===== src/rtl/core/scd_pkg.sv =====
// Shared types and constants for the sector cache directory.
package scd_pkg;

    localparam int DEFAULT_SLOTS = 16;

    localparam int KIND_W   = 2;
    localparam int SECTOR_W = 28;
    localparam int ACT_W    = 2;
    localparam int SLOT_W   = 4;

    // request kinds
    localparam logic [KIND_W-1:0] KIND_READ  = 2'd0;
    localparam logic [KIND_W-1:0] KIND_WRITE = 2'd1;
    localparam logic [KIND_W-1:0] KIND_FLUSH = 2'd2;

    // disk actions reported with each result
    localparam logic [ACT_W-1:0] ACT_NONE       = 2'd0;
    localparam logic [ACT_W-1:0] ACT_WRITE_BACK = 2'd1;
    localparam logic [ACT_W-1:0] ACT_FILL       = 2'd2;
    localparam logic [ACT_W-1:0] ACT_WRITE_THRU = 2'd3;

    typedef enum logic [3:0] {
        ST_IDLE,
        ST_SEARCH,
        ST_WB_READ,
        ST_WB_EMIT,
        ST_FILL_EMIT,
        ST_HIT_EMIT,
        ST_FL_NEXT,
        ST_FL_EMIT,
        ST_FL_NONE
    } state_t;

endpackage


===== src/rtl/core/scd_ram.sv =====
// Generic single-port-write, single-port-read RAM with registered read data.
module scd_ram #(
    parameter int WIDTH = 8,
    parameter int DEPTH = 16
) (
    input  logic                     clk,
    input  logic                     wr_en,
    input  logic [$clog2(DEPTH)-1:0] wr_addr,
    input  logic [WIDTH-1:0]         wr_data,
    input  logic                     rd_en,
    input  logic [$clog2(DEPTH)-1:0] rd_addr,
    output logic [WIDTH-1:0]         rd_data
);

    logic [WIDTH-1:0] mem [DEPTH];

    always_ff @(posedge clk)
    begin
        if (wr_en)
        begin
            mem[wr_addr] <= wr_data;
        end
        if (rd_en)
        begin
            rd_data <= mem[rd_addr];
        end
    end

endmodule


===== src/rtl/core/sector_cache_directory.sv =====
// Sector cache directory: tag search, victim choice and flush sequencing.
//
// Tag and directory controller of a fully associative sector cache with
// SLOTS slots and round-robin replacement. Each request is a one-sector
// read, a one-sector write or a flush; results name the disk transfer to
// run (write-back, fill, write-through) or report a hit. Tags live in one
// RAM with a single read port and registered read data, so the tag
// search walks the slots one per cycle. A read or write gives one result,
// preceded by a write-back result when a dirty victim must be evicted. A
// flush gives one result per valid slot, or a single result with no action
// when no slot is valid. A request of the unused kind is dropped in the
// cycle it is taken. A new request is taken only while the sequencer is
// idle, but the result register lets the next request start while the last
// result still waits to be taken. The slot port carries the low four bits
// of the slot index.
module sector_cache_directory #(
    parameter int SLOTS = scd_pkg::DEFAULT_SLOTS
) (
    input  logic                          clk,
    input  logic                          rst_n,

    input  logic                          req_valid,
    output logic                          req_stall,
    input  logic [scd_pkg::KIND_W-1:0]    kind,
    input  logic [scd_pkg::SECTOR_W-1:0]  sector_number,
    input  logic                          drive,
    input  logic                          last_of_request,

    output logic                          rsp_valid,
    input  logic                          rsp_stall,
    output logic [scd_pkg::ACT_W-1:0]     action,
    output logic [scd_pkg::SLOT_W-1:0]    slot,
    output logic [scd_pkg::SECTOR_W-1:0]  disk_sector,
    output logic                          disk_drive,
    output logic                          hit,
    output logic                          final_res,
    output logic                          request_done
);

    import scd_pkg::*;

    localparam int IDX_W = $clog2(SLOTS);
    localparam logic [IDX_W-1:0] LAST_IDX = IDX_W'(SLOTS - 1);

    // sequencer state
    state_t state_reg, state_next;

    // request held for the whole sequence
    logic [KIND_W-1:0]   kind_reg;
    logic [SECTOR_W-1:0] sec_reg;
    logic                req_drive_reg;
    logic                last_reg;

    // directory marks and replacement pointer
    logic [SLOTS-1:0] valid_reg, valid_next;
    logic [SLOTS-1:0] dirty_reg, dirty_next;
    logic [IDX_W-1:0] rp_reg, rp_next;

    // scan bookkeeping
    logic [IDX_W-1:0] scan_idx_reg, scan_idx_next;
    logic             issue_done_reg, issue_done_next;
    logic             cmp_live_reg, cmp_live_next;
    logic [IDX_W-1:0] cmp_idx_reg, cmp_idx_next;
    logic             free_found_reg, free_found_next;
    logic [IDX_W-1:0] free_idx_reg, free_idx_next;
    logic [IDX_W-1:0] victim_reg, victim_next;
    logic             evict_reg, evict_next;

    // result register
    logic                rsp_valid_reg, rsp_valid_next;
    logic [ACT_W-1:0]    action_reg, action_next;
    logic [IDX_W-1:0]    slot_idx_reg, slot_idx_next;
    logic [SECTOR_W-1:0] sector_reg, sector_next;
    logic                drv_reg, drv_next;
    logic                hit_reg, hit_next;
    logic                final_reg, final_next;
    logic                done_reg, done_next;
    logic                load;

    // tag RAM ports
    logic                tag_wr_en;
    logic                tag_rd_en;
    logic [IDX_W-1:0]    tag_rd_addr;
    logic [SECTOR_W-1:0] tag_rd_data;

    logic                accept;
    logic                can_load;
    logic                valid_above;
    logic                free_now;
    logic [IDX_W+SLOT_W-1:0] slot_wide;

    scd_ram #(
        .WIDTH (SECTOR_W),
        .DEPTH (SLOTS)
    ) u_tag_ram (
        .clk     (clk),
        .wr_en   (tag_wr_en),
        .wr_addr (victim_reg),
        .wr_data (sec_reg),
        .rd_en   (tag_rd_en),
        .rd_addr (tag_rd_addr),
        .rd_data (tag_rd_data)
    );

    assign req_stall = (state_reg != ST_IDLE);
    assign accept    = req_valid && !req_stall;
    assign can_load  = !rsp_valid_reg || !rsp_stall;

    // any valid slot beyond the one being flushed decides the last result
    always_comb
    begin
        valid_above = 1'b0;
        for (int i = 0; i < SLOTS; i++)
        begin
            if (valid_reg[i] && (IDX_W'(i) > scan_idx_reg))
            begin
                valid_above = 1'b1;
            end
        end
    end

    assign free_now = cmp_live_reg && !valid_reg[cmp_idx_reg];

    always_comb
    begin
        state_next      = state_reg;
        valid_next      = valid_reg;
        dirty_next      = dirty_reg;
        rp_next         = rp_reg;
        scan_idx_next   = scan_idx_reg;
        issue_done_next = issue_done_reg;
        cmp_live_next   = 1'b0;
        cmp_idx_next    = cmp_idx_reg;
        free_found_next = free_found_reg;
        free_idx_next   = free_idx_reg;
        victim_next     = victim_reg;
        evict_next      = evict_reg;

        load            = 1'b0;
        action_next     = ACT_NONE;
        slot_idx_next   = '0;
        sector_next     = '0;
        drv_next        = 1'b0;
        hit_next        = 1'b0;
        final_next      = 1'b0;
        done_next       = 1'b0;

        tag_wr_en       = 1'b0;
        tag_rd_en       = 1'b0;
        tag_rd_addr     = scan_idx_reg;

        case (state_reg)
            ST_IDLE:
            begin
                scan_idx_next   = '0;
                issue_done_next = 1'b0;
                free_found_next = 1'b0;
                if (accept)
                begin
                    if (kind == KIND_FLUSH)
                    begin
                        state_next = ST_FL_NEXT;
                    end
                    else if (kind == KIND_READ || kind == KIND_WRITE)
                    begin
                        state_next = ST_SEARCH;
                    end
                    // unused kind: drop
                end
            end

            ST_SEARCH:
            begin
                // issue the next tag read
                if (!issue_done_reg)
                begin
                    tag_rd_en     = 1'b1;
                    cmp_live_next = 1'b1;
                    cmp_idx_next  = scan_idx_reg;
                    if (scan_idx_reg == LAST_IDX)
                    begin
                        issue_done_next = 1'b1;
                    end
                    else
                    begin
                        scan_idx_next = scan_idx_reg + 1'b1;
                    end
                end
                // compare the tag read in the previous cycle
                if (cmp_live_reg)
                begin
                    if (valid_reg[cmp_idx_reg] && tag_rd_data == sec_reg)
                    begin
                        victim_next = cmp_idx_reg;
                        state_next  = ST_HIT_EMIT;
                    end
                    else
                    begin
                        if (free_now && !free_found_reg)
                        begin
                            free_found_next = 1'b1;
                            free_idx_next   = cmp_idx_reg;
                        end
                        if (cmp_idx_reg == LAST_IDX)
                        begin
                            // miss: first free slot, else the round-robin victim
                            if (free_found_reg)
                            begin
                                victim_next = free_idx_reg;
                                evict_next  = 1'b0;
                                state_next  = ST_FILL_EMIT;
                            end
                            else if (free_now)
                            begin
                                victim_next = cmp_idx_reg;
                                evict_next  = 1'b0;
                                state_next  = ST_FILL_EMIT;
                            end
                            else
                            begin
                                victim_next = rp_reg;
                                evict_next  = 1'b1;
                                state_next  = dirty_reg[rp_reg] ? ST_WB_READ : ST_FILL_EMIT;
                            end
                        end
                    end
                end
            end

            ST_WB_READ:
            begin
                tag_rd_en   = 1'b1;
                tag_rd_addr = victim_reg;
                state_next  = ST_WB_EMIT;
            end

            ST_WB_EMIT:
            begin
                action_next   = ACT_WRITE_BACK;
                slot_idx_next = victim_reg;
                sector_next   = tag_rd_data;
                if (can_load)
                begin
                    load       = 1'b1;
                    state_next = ST_FILL_EMIT;
                end
            end

            ST_FILL_EMIT:
            begin
                action_next   = (kind_reg == KIND_READ) ? ACT_FILL : ACT_WRITE_THRU;
                slot_idx_next = victim_reg;
                sector_next   = sec_reg;
                drv_next      = req_drive_reg;
                final_next    = 1'b1;
                done_next     = last_reg;
                if (can_load)
                begin
                    load                   = 1'b1;
                    tag_wr_en              = 1'b1;
                    valid_next[victim_reg] = 1'b1;
                    dirty_next[victim_reg] = 1'b0;
                    if (evict_reg)
                    begin
                        rp_next = (rp_reg == LAST_IDX) ? '0 : rp_reg + 1'b1;
                    end
                    state_next = ST_IDLE;
                end
            end

            ST_HIT_EMIT:
            begin
                action_next   = ACT_NONE;
                slot_idx_next = victim_reg;
                sector_next   = sec_reg;
                hit_next      = 1'b1;
                final_next    = 1'b1;
                done_next     = last_reg;
                if (can_load)
                begin
                    load = 1'b1;
                    if (kind_reg == KIND_WRITE)
                    begin
                        dirty_next[victim_reg] = 1'b1;
                    end
                    state_next = ST_IDLE;
                end
            end

            ST_FL_NEXT:
            begin
                if (valid_reg[scan_idx_reg])
                begin
                    tag_rd_en  = 1'b1;
                    state_next = ST_FL_EMIT;
                end
                else if (scan_idx_reg == LAST_IDX)
                begin
                    state_next = ST_FL_NONE;
                end
                else
                begin
                    scan_idx_next = scan_idx_reg + 1'b1;
                end
            end

            ST_FL_EMIT:
            begin
                action_next   = ACT_WRITE_BACK;
                slot_idx_next = scan_idx_reg;
                sector_next   = tag_rd_data;
                final_next    = !valid_above;
                done_next     = !valid_above && last_reg;
                if (can_load)
                begin
                    load = 1'b1;
                    if (!valid_above)
                    begin
                        state_next = ST_IDLE;
                    end
                    else
                    begin
                        scan_idx_next = scan_idx_reg + 1'b1;
                        state_next    = ST_FL_NEXT;
                    end
                end
            end

            ST_FL_NONE:
            begin
                final_next = 1'b1;
                done_next  = last_reg;
                if (can_load)
                begin
                    load       = 1'b1;
                    state_next = ST_IDLE;
                end
            end

            default:
            begin
                state_next = ST_IDLE;
            end
        endcase
    end

    assign rsp_valid_next = load ? 1'b1 : (rsp_valid_reg && rsp_stall);

    // control state
    always_ff @(posedge clk or negedge rst_n)
    begin
        if (!rst_n)
        begin
            state_reg      <= ST_IDLE;
            valid_reg      <= '0;
            dirty_reg      <= '0;
            rp_reg         <= '0;
            scan_idx_reg   <= '0;
            issue_done_reg <= 1'b0;
            cmp_live_reg   <= 1'b0;
            free_found_reg <= 1'b0;
            evict_reg      <= 1'b0;
            rsp_valid_reg  <= 1'b0;
        end
        else
        begin
            state_reg      <= state_next;
            valid_reg      <= valid_next;
            dirty_reg      <= dirty_next;
            rp_reg         <= rp_next;
            scan_idx_reg   <= scan_idx_next;
            issue_done_reg <= issue_done_next;
            cmp_live_reg   <= cmp_live_next;
            free_found_reg <= free_found_next;
            evict_reg      <= evict_next;
            rsp_valid_reg  <= rsp_valid_next;
        end
    end

    // payload: request hold, scan indices and result register
    always_ff @(posedge clk)
    begin
        if (accept)
        begin
            kind_reg      <= kind;
            sec_reg       <= sector_number;
            req_drive_reg <= drive;
            last_reg      <= last_of_request;
        end
        cmp_idx_reg  <= cmp_idx_next;
        free_idx_reg <= free_idx_next;
        victim_reg   <= victim_next;
        if (load)
        begin
            action_reg   <= action_next;
            slot_idx_reg <= slot_idx_next;
            sector_reg   <= sector_next;
            drv_reg      <= drv_next;
            hit_reg      <= hit_next;
            final_reg    <= final_next;
            done_reg     <= done_next;
        end
    end

    // report the low bits of the slot index
    assign slot_wide = {{SLOT_W{1'b0}}, slot_idx_reg};

    assign rsp_valid    = rsp_valid_reg;
    assign action       = action_reg;
    assign slot         = slot_wide[SLOT_W-1:0];
    assign disk_sector  = sector_reg;
    assign disk_drive   = drv_reg;
    assign hit          = hit_reg;
    assign final_res    = final_reg;
    assign request_done = done_reg;

endmodule

===== config.mk =====
export PLATFORM = sky130hd
export DESIGN_NAME = sector_cache_directory
export DESIGN_NICKNAME = d
export VERILOG_FILES = /design/src/rtl/core/scd_pkg.sv /design/src/rtl/core/scd_ram.sv /design/src/rtl/core/sector_cache_directory.sv
export SDC_FILE = /design/constraint.sdc
export NUM_CORES = 1
export LEC_CHECK = 0
export BUFFER_PORTS_ARGS = -buffer_cell sky130_fd_sc_hd__buf_2
export CELL_PAD_IN_SITES_DETAIL_PLACEMENT = 1
export CELL_PAD_IN_SITES_GLOBAL_PLACEMENT = 1
export CORE_ASPECT_RATIO = 0.6
export CORE_MARGIN = 4
export CORE_UTILIZATION = 41
export CTS_CLUSTER_DIAMETER = 80
export DETAILED_ROUTE_END_ITERATION = 10
export PLACE_DENSITY_LB_ADDON = 0.1
export SKIP_CTS_REPAIR_TIMING = 1
export SLEW_MARGIN = 0
export SYNTH_ARGS = -nofsm -noshare
export SYNTH_HDL_FRONTEND = slang
export SYNTH_HIERARCHICAL = 1
export SYNTH_SLANG_ARGS = --single-unit

===== constraint.sdc =====
create_clock -name clk -period 4.3 [get_ports clk]
set_input_delay 0 -clock clk [delete_from_list [all_inputs] [get_ports clk]]
set_output_delay 0 -clock clk [all_outputs]
set_load 0.05 [all_outputs]

Yosys cells after proc, flatten, opt, wreduce, memory -nomap -nowiden --
Memories as Yosys holds them, arrays and structs flattened. A register that Yosys moved wholly into a read port is not among the register bits. Cells that the tools add are included.
Cells by class: equality and inequality tests 31, $add $sub $neg 2, bitwise operators 6, order comparisons 21, muxes and demuxes 82, reduce and logical (&&, ||, !) cells 54
Operators with widths (number):
- 2-to-1 mux 4 bit | 22
- one-hot mux 28 bit (2 select lines) | 1
- 2-to-1 mux 16 bit | 3
- 2-to-1 mux 1 bit | 38
- > comparator 4 bit, first input constant | 8
- bitwise OR 16 bit | 2
- one-hot mux 16 bit (2 select lines) | 1
- == test 28 bit | 1
- one-hot mux 4 bit (7 select lines) | 1
- != test 2 bit, second input constant | 12
- logical AND 1 bit | 23
- less-than comparator 4 x 5 -> 1 bit, second input constant | 4
- AND 16 bit | 1
- == test 4 x 3 -> 1 bit, second input constant | 4
- == test 4 bit, second input constant | 4
- > comparator 3 x 4 -> 1 bit, first input constant | 4
- inverter 16 bit | 1
- one-hot mux 4 bit (4 select lines) | 1
- AND reduction 4 bit | 4
- binary-select mux 1 bit (select 4 bit) | 3
- 2-to-1 mux 3 bit | 4
- != test 3 bit, second input constant | 3
- adder 4 x 1 -> 4 bit, second input constant | 2
- == test 4 x 2 -> 1 bit, second input constant | 2
- 26 further kinds | 47
Word-level totals: memories 1, bits in registers 131, bits in writable memories 448, bits of input ports 36, output and inout bits 40, logic and storage cells 221
Memory list:
- u_tag_ram.mem | depth 16, bits a word 28, rd ports 1, clocked after memory_dff 1, write ports 1, RTL line scd_ram.sv:15 | logic [WIDTH-1:0] mem [DEPTH];

Depth between registers and ports, before layout --
Gate-level depths: netlist of run 1.
word-level depth 21, depth in mapped cells 11, gate-level depth less buffers 9

By module --
Netlist of run 1, hierarchy kept.
By module, submodules not included:
- scd_ram | sequential area each 14293.7 sq um, area each 17803.3 sq um, cells each 735, instances 1
- sector_cache_directory | sequential area each 3688.5 sq um, area each 6252.2 sq um, cells each 511, instances 1

Worst setup path before layout of run 1 --
OpenSTA, ideal clock, no wires.
path kind reg2reg, start reg state_reg[1], end mem u_tag_ram/mem[0][0] in the netlist's numbering, enable pin, setup slack 0.075 ns, library setup time 0.448 ns, cell stages (with the launch flop) 7, data required time 3.852 ns, arrival time 3.777 ns, buffers on the path 2, cell sequence dfrtp_1 -> clkbuf_1 -> nor3_1 -> and2_1 -> clkbuf_1 -> or3b_2 -> nor3_1
On the way: cells in the longest elaborated chain, start to end 4
Ends and longest elaborated chain:
- from (decl) | RTL line sector_cache_directory.sv:46 | state_t state_reg, state_next;
- from (signal assigned) | RTL line sector_cache_directory.sv:367 | state_reg <= state_next;
- == test 4 x 3 -> 1 bit | RTL line sector_cache_directory.sv:152 | case (state_reg)
- 2-to-1 mux 1 bit | RTL line sector_cache_directory.sv:152
- named net tag_wr_en | RTL line sector_cache_directory.sv:81 | logic tag_wr_en;
- 2-to-1 mux 1 bit | RTL line scd_ram.sv:19 | if (wr_en)
- 2-to-1 mux 1 bit (not written as such) | RTL line scd_ram.sv:21 | mem[wr_addr] <= wr_data;
- to (decl) | RTL line scd_ram.sv:15
The timed path passes the listed nets, and every way through them passes these cells.

Worst setup path after layout of run 1 --
start reg sec_reg[26], end reg state_reg[1]
On the way: cells in the longest elaborated chain, start to end 5, elaborated cells between the ends (all ways) 7, classes of those cells eq/ne (2); mux (3); reduce/logical (2)
Ends and longest elaborated chain:
- from (decl) | RTL line sector_cache_directory.sv:50 | logic [SECTOR_W-1:0] sec_reg;
- from (signal assigned) | RTL line sector_cache_directory.sv:386 | sec_reg <= sector_number;
- == test 28 bit (*) | RTL line sector_cache_directory.sv:192 | if (valid_reg[cmp_idx_reg] && tag_rd_data == sec_reg)
- logical AND 1 bit (*) | RTL line sector_cache_directory.sv:192
- 2-to-1 mux 4 bit | RTL line sector_cache_directory.sv:192
- 2-to-1 mux 4 bit | RTL line sector_cache_directory.sv:190 | if (cmp_live_reg)
- one-hot mux 4 bit (7 select lines) | RTL line sector_cache_directory.sv:152
Every way passes the cells marked *; elsewhere a longest branch is shown, timed or not. The select of a mux whose other input is x is not followed. A chain may end at the register's enable or synchronous reset.

==> results.yml, run 1 <==
run_status:
  status: "completed"
layout:
  num_antenna_cells: 0
  final_util_pct: 48.54
  mostFrequentLayoutCells: "558 x edfxtp_1, 108 x mux4_2, 79 x nand2_1, 75 x buf_2, 60 x a22oi_1"
  regMostFlops: "u_tag_ram/mem"
  synthToLayoutAreaGrowth_pct: 16.57
  fill_cells: 5272
  layout_commonest_cell: "edfxtp_1"
  fin_nets: 1445
  layout-drive-gt1-share_pct: 25.90
  largest_register_ff_count: 448
  fin_cells: 2222
placement:
  dp.cells: 2081
  pre_cts_ws_ns: 0.4203
  dpl.hpwl_um: 39000
  portBuffers: 75
  place_congestion: 0.7845
sta:
  tightest_slew_ns: 1.109
  min_period_over_period_pct: 90.69
  max_freq_mhz: 256.4
  finalSetupTns_ns: 0
  setup_viol: 0
  maxSlewHeadroom_pct: 25.89
  final-max-slew-violation-count: 0
  rsz0062_at_grt: "false"
  clock_skew_ns: 0.02395
  finalCriticalPeriod_ns: 3.900
  hold_viol: 0
  fin_ws_ns: 0.4001
die:
  std_cell_rows: 68
  die_x_um: 320.7
  coreArea_sq_um: 57770
  pin_count: 76
  die_y_um: 195.6
  start_util_pct: 41.64
  dieArea_sq_um: 62740
power_and_ir_drop:
  p_per_area_nw_per_um2: 704.0
  p_total_mw: 19.74
  peakVddDrop_v: 0.0004153
  leakagePower_nw: 9.260
critical_path:
  cp_max_fo: 18
  path_class: "reg -> reg"
  crit_family: "simple AND/OR/NAND/NOR gates"
  rr_startpoint: "sec_reg[26]"
  worst_ep_required_time_ns: 4.81
  cp_slowest_cell: "xnor2_1"
  startpoint: "sec_reg[26]"
  cp.arrival_ns: 4.41
  end_kind: "flip-flop"
  cp_slowest_stage_delay_ns: 0.69
  start_kind: "flip-flop"
  crit_buf_inv: 0
  crit_chain: "xnor2_1, nand4_1, nor4_1, nand3_1, a211o_1, a211oi_1, a21oi_1"
detailed_routing:
  first_iter_violations: 1182
  drc_errors: 0
  first_pass_iters: 6
  wl_per_cell_um: 29.06
  via_per_inst: 5.766
  antenna_left: 0
  drt_wl_total_um: 64570
  vias: 12810
cts:
  htreeDepth: 2
  clk_pin_slew_worst_paths_ns: 0.06
  clock-sinks: 607
  cts_root_buf: "clkbuf_16"
  clock_latency_ns: 0.65
  cts_tree: "built"
  clock_path_buffers: 3
  cts_made_buffers: 57
global_route:
  grt_antenna_before_repair: 0
  grt_use_total_pct: 20.76
  grt_pass1_vias: 13100
  overflow: 0
  grt_max_degree: 55
  grt_first_pass_wirelength_um: 94450
synthesis:
  synth-main-ff-cell: "edfxtp_1"
  ys_types: 56
  yosys.area.top_type_share_pct: 69.66
  syn_area_sq_um: 24060
  synth_edf_count: 558
  ys_ff_latch: 607
  synthTopCellsByArea: "edfxtp_1 70%, mux4_2 10%, dfrtp_1 5.1%, a22oi_1 1.9%, mux4_1 1.6%"
  synth_fp_nets: 1287
  yosysTopAreaCell: "edfxtp_1"
  synth_async_sr_flop_share_pct: 8.072
  synth-seq-area-share_pct: 74.75
  yosysWarnings: 6
  syn_area_per_cell_sq_um: 19.31
  syn_inst: 1246
worst_hold_path:
  worstHoldPathType: "in -> async"
job:
  cap_violations: 0
[worst register-to-register path, cell delays in order, from the launching register on]
cell and delay [ns]:
edfxtp_1 0.64, xnor2_1 0.70, nand4_1 0.37, nor4_1 0.64, nand3_1 0.50, a211o_1 0.49
a211oi_1 0.31, a21oi_1 0.13
[path summary, 6_finish.rpt]
path / slack (ns) / cells after the start / end
worst max-delay path: 0.40 / 7 / state_reg[1]
worst min-delay path: 0.03 / 3 / async pin
worst max register to register: 0.40 / 7 / state_reg[1]
worst min register to register: 0.48 / 2 / flip-flop
max in group asynchronous: 3.79 / 3 / state_reg[3]
min in group clk: 0.06 / 2 / sec_reg[13]
[cell families (layout without fill, tap and decap cells)]
logic type / after synthesis / count (layout) / share of synthesized area [%]
AO/OA/AOI/OAI: 194 / 194 / 5.836
adder cells (fa/ha/maj): 5 / 5 / 0.2601
AND/OR/NAND/NOR: 194 / 194 / 3.781
multiplexers: 140 / 140 / 12.50
buffers and inverters: 76 / 282 / 1.774
XOR/XNOR: 30 / 30 / 1.092
flip-flops: 607 / 607 / 74.75
[synth_stat cells, drive strengths merged, types with 6 or more instances]
cell,count
nor2,37
mux2i,8
xnor2,30
and2,6
a22o,35
nand2,79
nand2b,7
nand4,9
inv,10
nand3b,9
clkbuf,43
dfrtp,49
nand3,10
o21ai,28
buf,23
a31o,6
a21oi,18
a21o,9
a31oi,10
edfxtp,558
mux4,123
nor3,13
nor2b,9
a22oi,60
mux2,9
[layout make-up]
class | instances | area [sq um] | area share [%]
Sequential cell | 607 | 17980 | 64.13
Multi-Input combinational cell | 563 | 5828 | 20.78
Clock buffer | 60 | 1438 | 5.127
Inverter | 10 | 37.54 | 0.1339
Timing Repair Buffer | 165 | 1286 | 4.587
Tap cell | 770 | 963.4 | 3.436
Clock inverter | 47 | 505.5 | 1.803
[through the flow]
step / cell area (sq um) / hold slack [ns]
floorplan: 24060 / -0.2956
global placement: 25760 / 0.1733
detailed placement: 25760 / 0.1714
CTS: 27700 / -0.5190
global route: 28040 / 0.04279
finish: 28040 / 0.03473
[power breakdown]
group          switching, mW  total (mW)  internal [mW]  leakage (nW)
clock network           2.33        5.27           2.94         0.940
logic                   3.76        6.13           2.37          2.61
registers              0.721        8.34           7.62          5.71
[layer usage]
layer  GRT usage [%]  vias up  part of all wire (%)
met5               0        -                     0
li1                -     5448                     -
met2           28.14      367                    42
met3           4.496       71                   6.5
met1           34.06     6925                    50
met4           4.413        0                   1.6
No activity file was read; power rests on OpenSTA's default activity.
==> run 2, diff against run 1 <==
==> constraint.sdc (replaced) <==
create_clock -name clk -period 4.3 [get_ports clk]
set_input_delay 0.43 -clock clk [delete_from_list [all_inputs] [get_ports clk]]
set_output_delay 0.43 -clock clk [all_outputs]
set_load 0.05 [all_outputs]
==> run 2 against run 1 <==
Largest power group unchanged. Critical path depth is the same. Worst setup slack gained 0.058 ns. Largest cell class unchanged. Clock-buffer cell count grew 7.
==> results.yml, run 2 (synthesized netlist as in run 1, its figures left out) <==
run_status:
  status: "completed"
sta:
  rsz0062_at_grt: "false"
  finalCriticalPeriod_ns: 3.841
  fin_ws_ns: 0.4585
  tightest_slew_ns: 1.145
  setup_viol: 0
  clock_skew_ns: 0.02414
  finalSetupTns_ns: 0
  final-max-slew-violation-count: 0
  maxSlewHeadroom_pct: 23.50
  hold_ws_ns: 0.03316
  hold_viol: 0
  max_freq_mhz: 260.3
  min_period_over_period_pct: 89.34
die:
  std_cell_rows: 68
  dieArea_sq_um: 62740
  pin_count: 76
  coreArea_sq_um: 57770
  start_util_pct: 41.64
  die_y_um: 195.6
  die_x_um: 320.7
cts:
  cts_made_buffers: 57
  clock-sinks: 607
  htreeDepth: 2
  clk_pin_slew_worst_paths_ns: 0.06
  cts_root_buf: "clkbuf_16"
  cts_tree: "built"
  clock_latency_ns: 0.61
  clock_path_buffers: 3
critical_path:
  worst_ep_required_time_ns: 4.77
  path_depth: 7
  crit_family: "simple AND/OR/NAND/NOR gates"
  cp_slowest_stage_delay_ns: 0.65
  cp_max_fo: 18
  crit_buf_inv: 0
  end_kind: "flip-flop"
  cp_slowest_cell: "edfxtp_1"
  start_kind: "flip-flop"
  r2r_cells: 7
  crit_chain: "xnor2_1, nand4_1, nor4_1, nand3_1, a211o_1, a211oi_1, a21oi_1"
  path_class: "reg -> reg"
  cp.arrival_ns: 4.31
detailed_routing:
  vias: 12780
  antenna_left: 0
  wl_per_cell_um: 29.27
  drc_errors: 0
  wl_met3_um: 4052
  first_pass_iters: 7
  via_per_inst: 5.785
  first_iter_violations: 1142
  wirelength_met1_um: 32650
  topRoutingLayerUsed: "met4"
  wl_met2_um: 27060
  drt_wl_total_um: 64670
placement:
  dpl.hpwl_um: 39400
  pre_cts_ws_ns: 0.3907
  portBuffers: 75
  place_congestion: 0.7849
power_and_ir_drop:
  total_switching_power_mw: 6.651
  seqPwrFrac_pct: 43.3
  p_total_mw: 19.27
  p_per_area_nw_per_um2: 694.2
  switching_share_pct: 34.52
  p_clk_share_pct: 24.9
  pwr-share-comb_pct: 31.8
  intPower_mw: 12.62
  leakagePower_nw: 9.130
  peakVddDrop_v: 0.0004982
global_route:
  grt_antenna_before_repair: 0
  overflow: 0
  grt_use_total_pct: 20.71
  grt_max_degree: 55
  grt_first_pass_wirelength_um: 94230
  grt_pass1_vias: 13130
layout:
  layout_commonest_cell: "edfxtp_1"
  synthToLayoutAreaGrowth_pct: 15.39
  fill_cells: 5318
  regMostFlops: "u_tag_ram/mem"
  largest_register_ff_count: 448
  fin_nets: 1437
  layout-drive-gt1-share_pct: 25.10
  mostFrequentLayoutCells: "558 x edfxtp_1, 108 x mux4_2, 79 x nand2_1, 75 x buf_2, 60 x a22oi_1"
job:
  cap_violations: 0
worst_hold_path:
  worstHoldPathType: "in -> reg"
  holdPathStages: 1
run 2: cell count changes in the layout (fill, tap and decap cells not counted), sizes merged:
| cell | before | now |
|---|---|---|
| bufinv | 8 | 3 |
| clkbuf | 60 | 67 |
| clkinv | 32 | 28 |
| clkinvlp | 5 | 3 |
| diode | 0 | 1 |
| dlygate4sd3 | 34 | 26 |
| inv | 12 | 10 |
run 2: metal layers:
layer | up-vias | track usage [%]
li1 | 5413 | -
met1 | 6920 | 34.18
met2 | 381 | 28.66
met3 | 65 | 4.030
met4 | 0 | 3.477
met5 | - | 0
run 2: worst paths after layout:
| path | start | end | slack (ns) |
|---|---|---|---|
| worst min-delay path | sector_number[6] | sec_reg[6] | 0.03 |
| worst max-delay path | sec_reg[26] | state_reg[1] | 0.46 |
| worst max register to register | sec_reg[26] | state_reg[1] | 0.46 |
| worst min register to register | flip-flop | flip-flop | 0.48 |
| min in group asynchronous | rst_n | async pin | 0.20 |
| max in group asynchronous | rst_n | state_reg[0] | 3.23 |
run 2: area by class of cell:
class | instances | area, sq um | share of cell area (%)
repair buffers | 157 | 1206 | 4.345
diodes | 1 | 2.502 | 0.009016
clock inverters | 34 | 251.5 | 0.9061
clock buffers | 67 | 1485 | 5.351
flip-flops and latches | 607 | 17980 | 64.79
multi-input cells | 563 | 5828 | 21.00
inverters | 10 | 37.54 | 0.1352
well taps | 770 | 963.4 | 3.471
run 2: through the flow:
stage	cells	utilization, %	cell area, sq um
after floorplan	1246	-	24060
after global placement	2081	44.59	25760
after detailed placement	2081	44.59	25760
after CTS	2182	47.59	27490
after global routing	2208	48.04	27750
final	2209	48.05	27760
run 2: power groups by stage:
stage	Combinational (mW)	Sequential (mW)	Clock, mW
finish	6.13	8.34	4.80
global route	6.56	8.44	5.21
CTS	6.19	8.34	4.95
detailed placement	6.18	8.45	0
global placement	6.13	8.44	0
floorplan	3.68	8.85	0
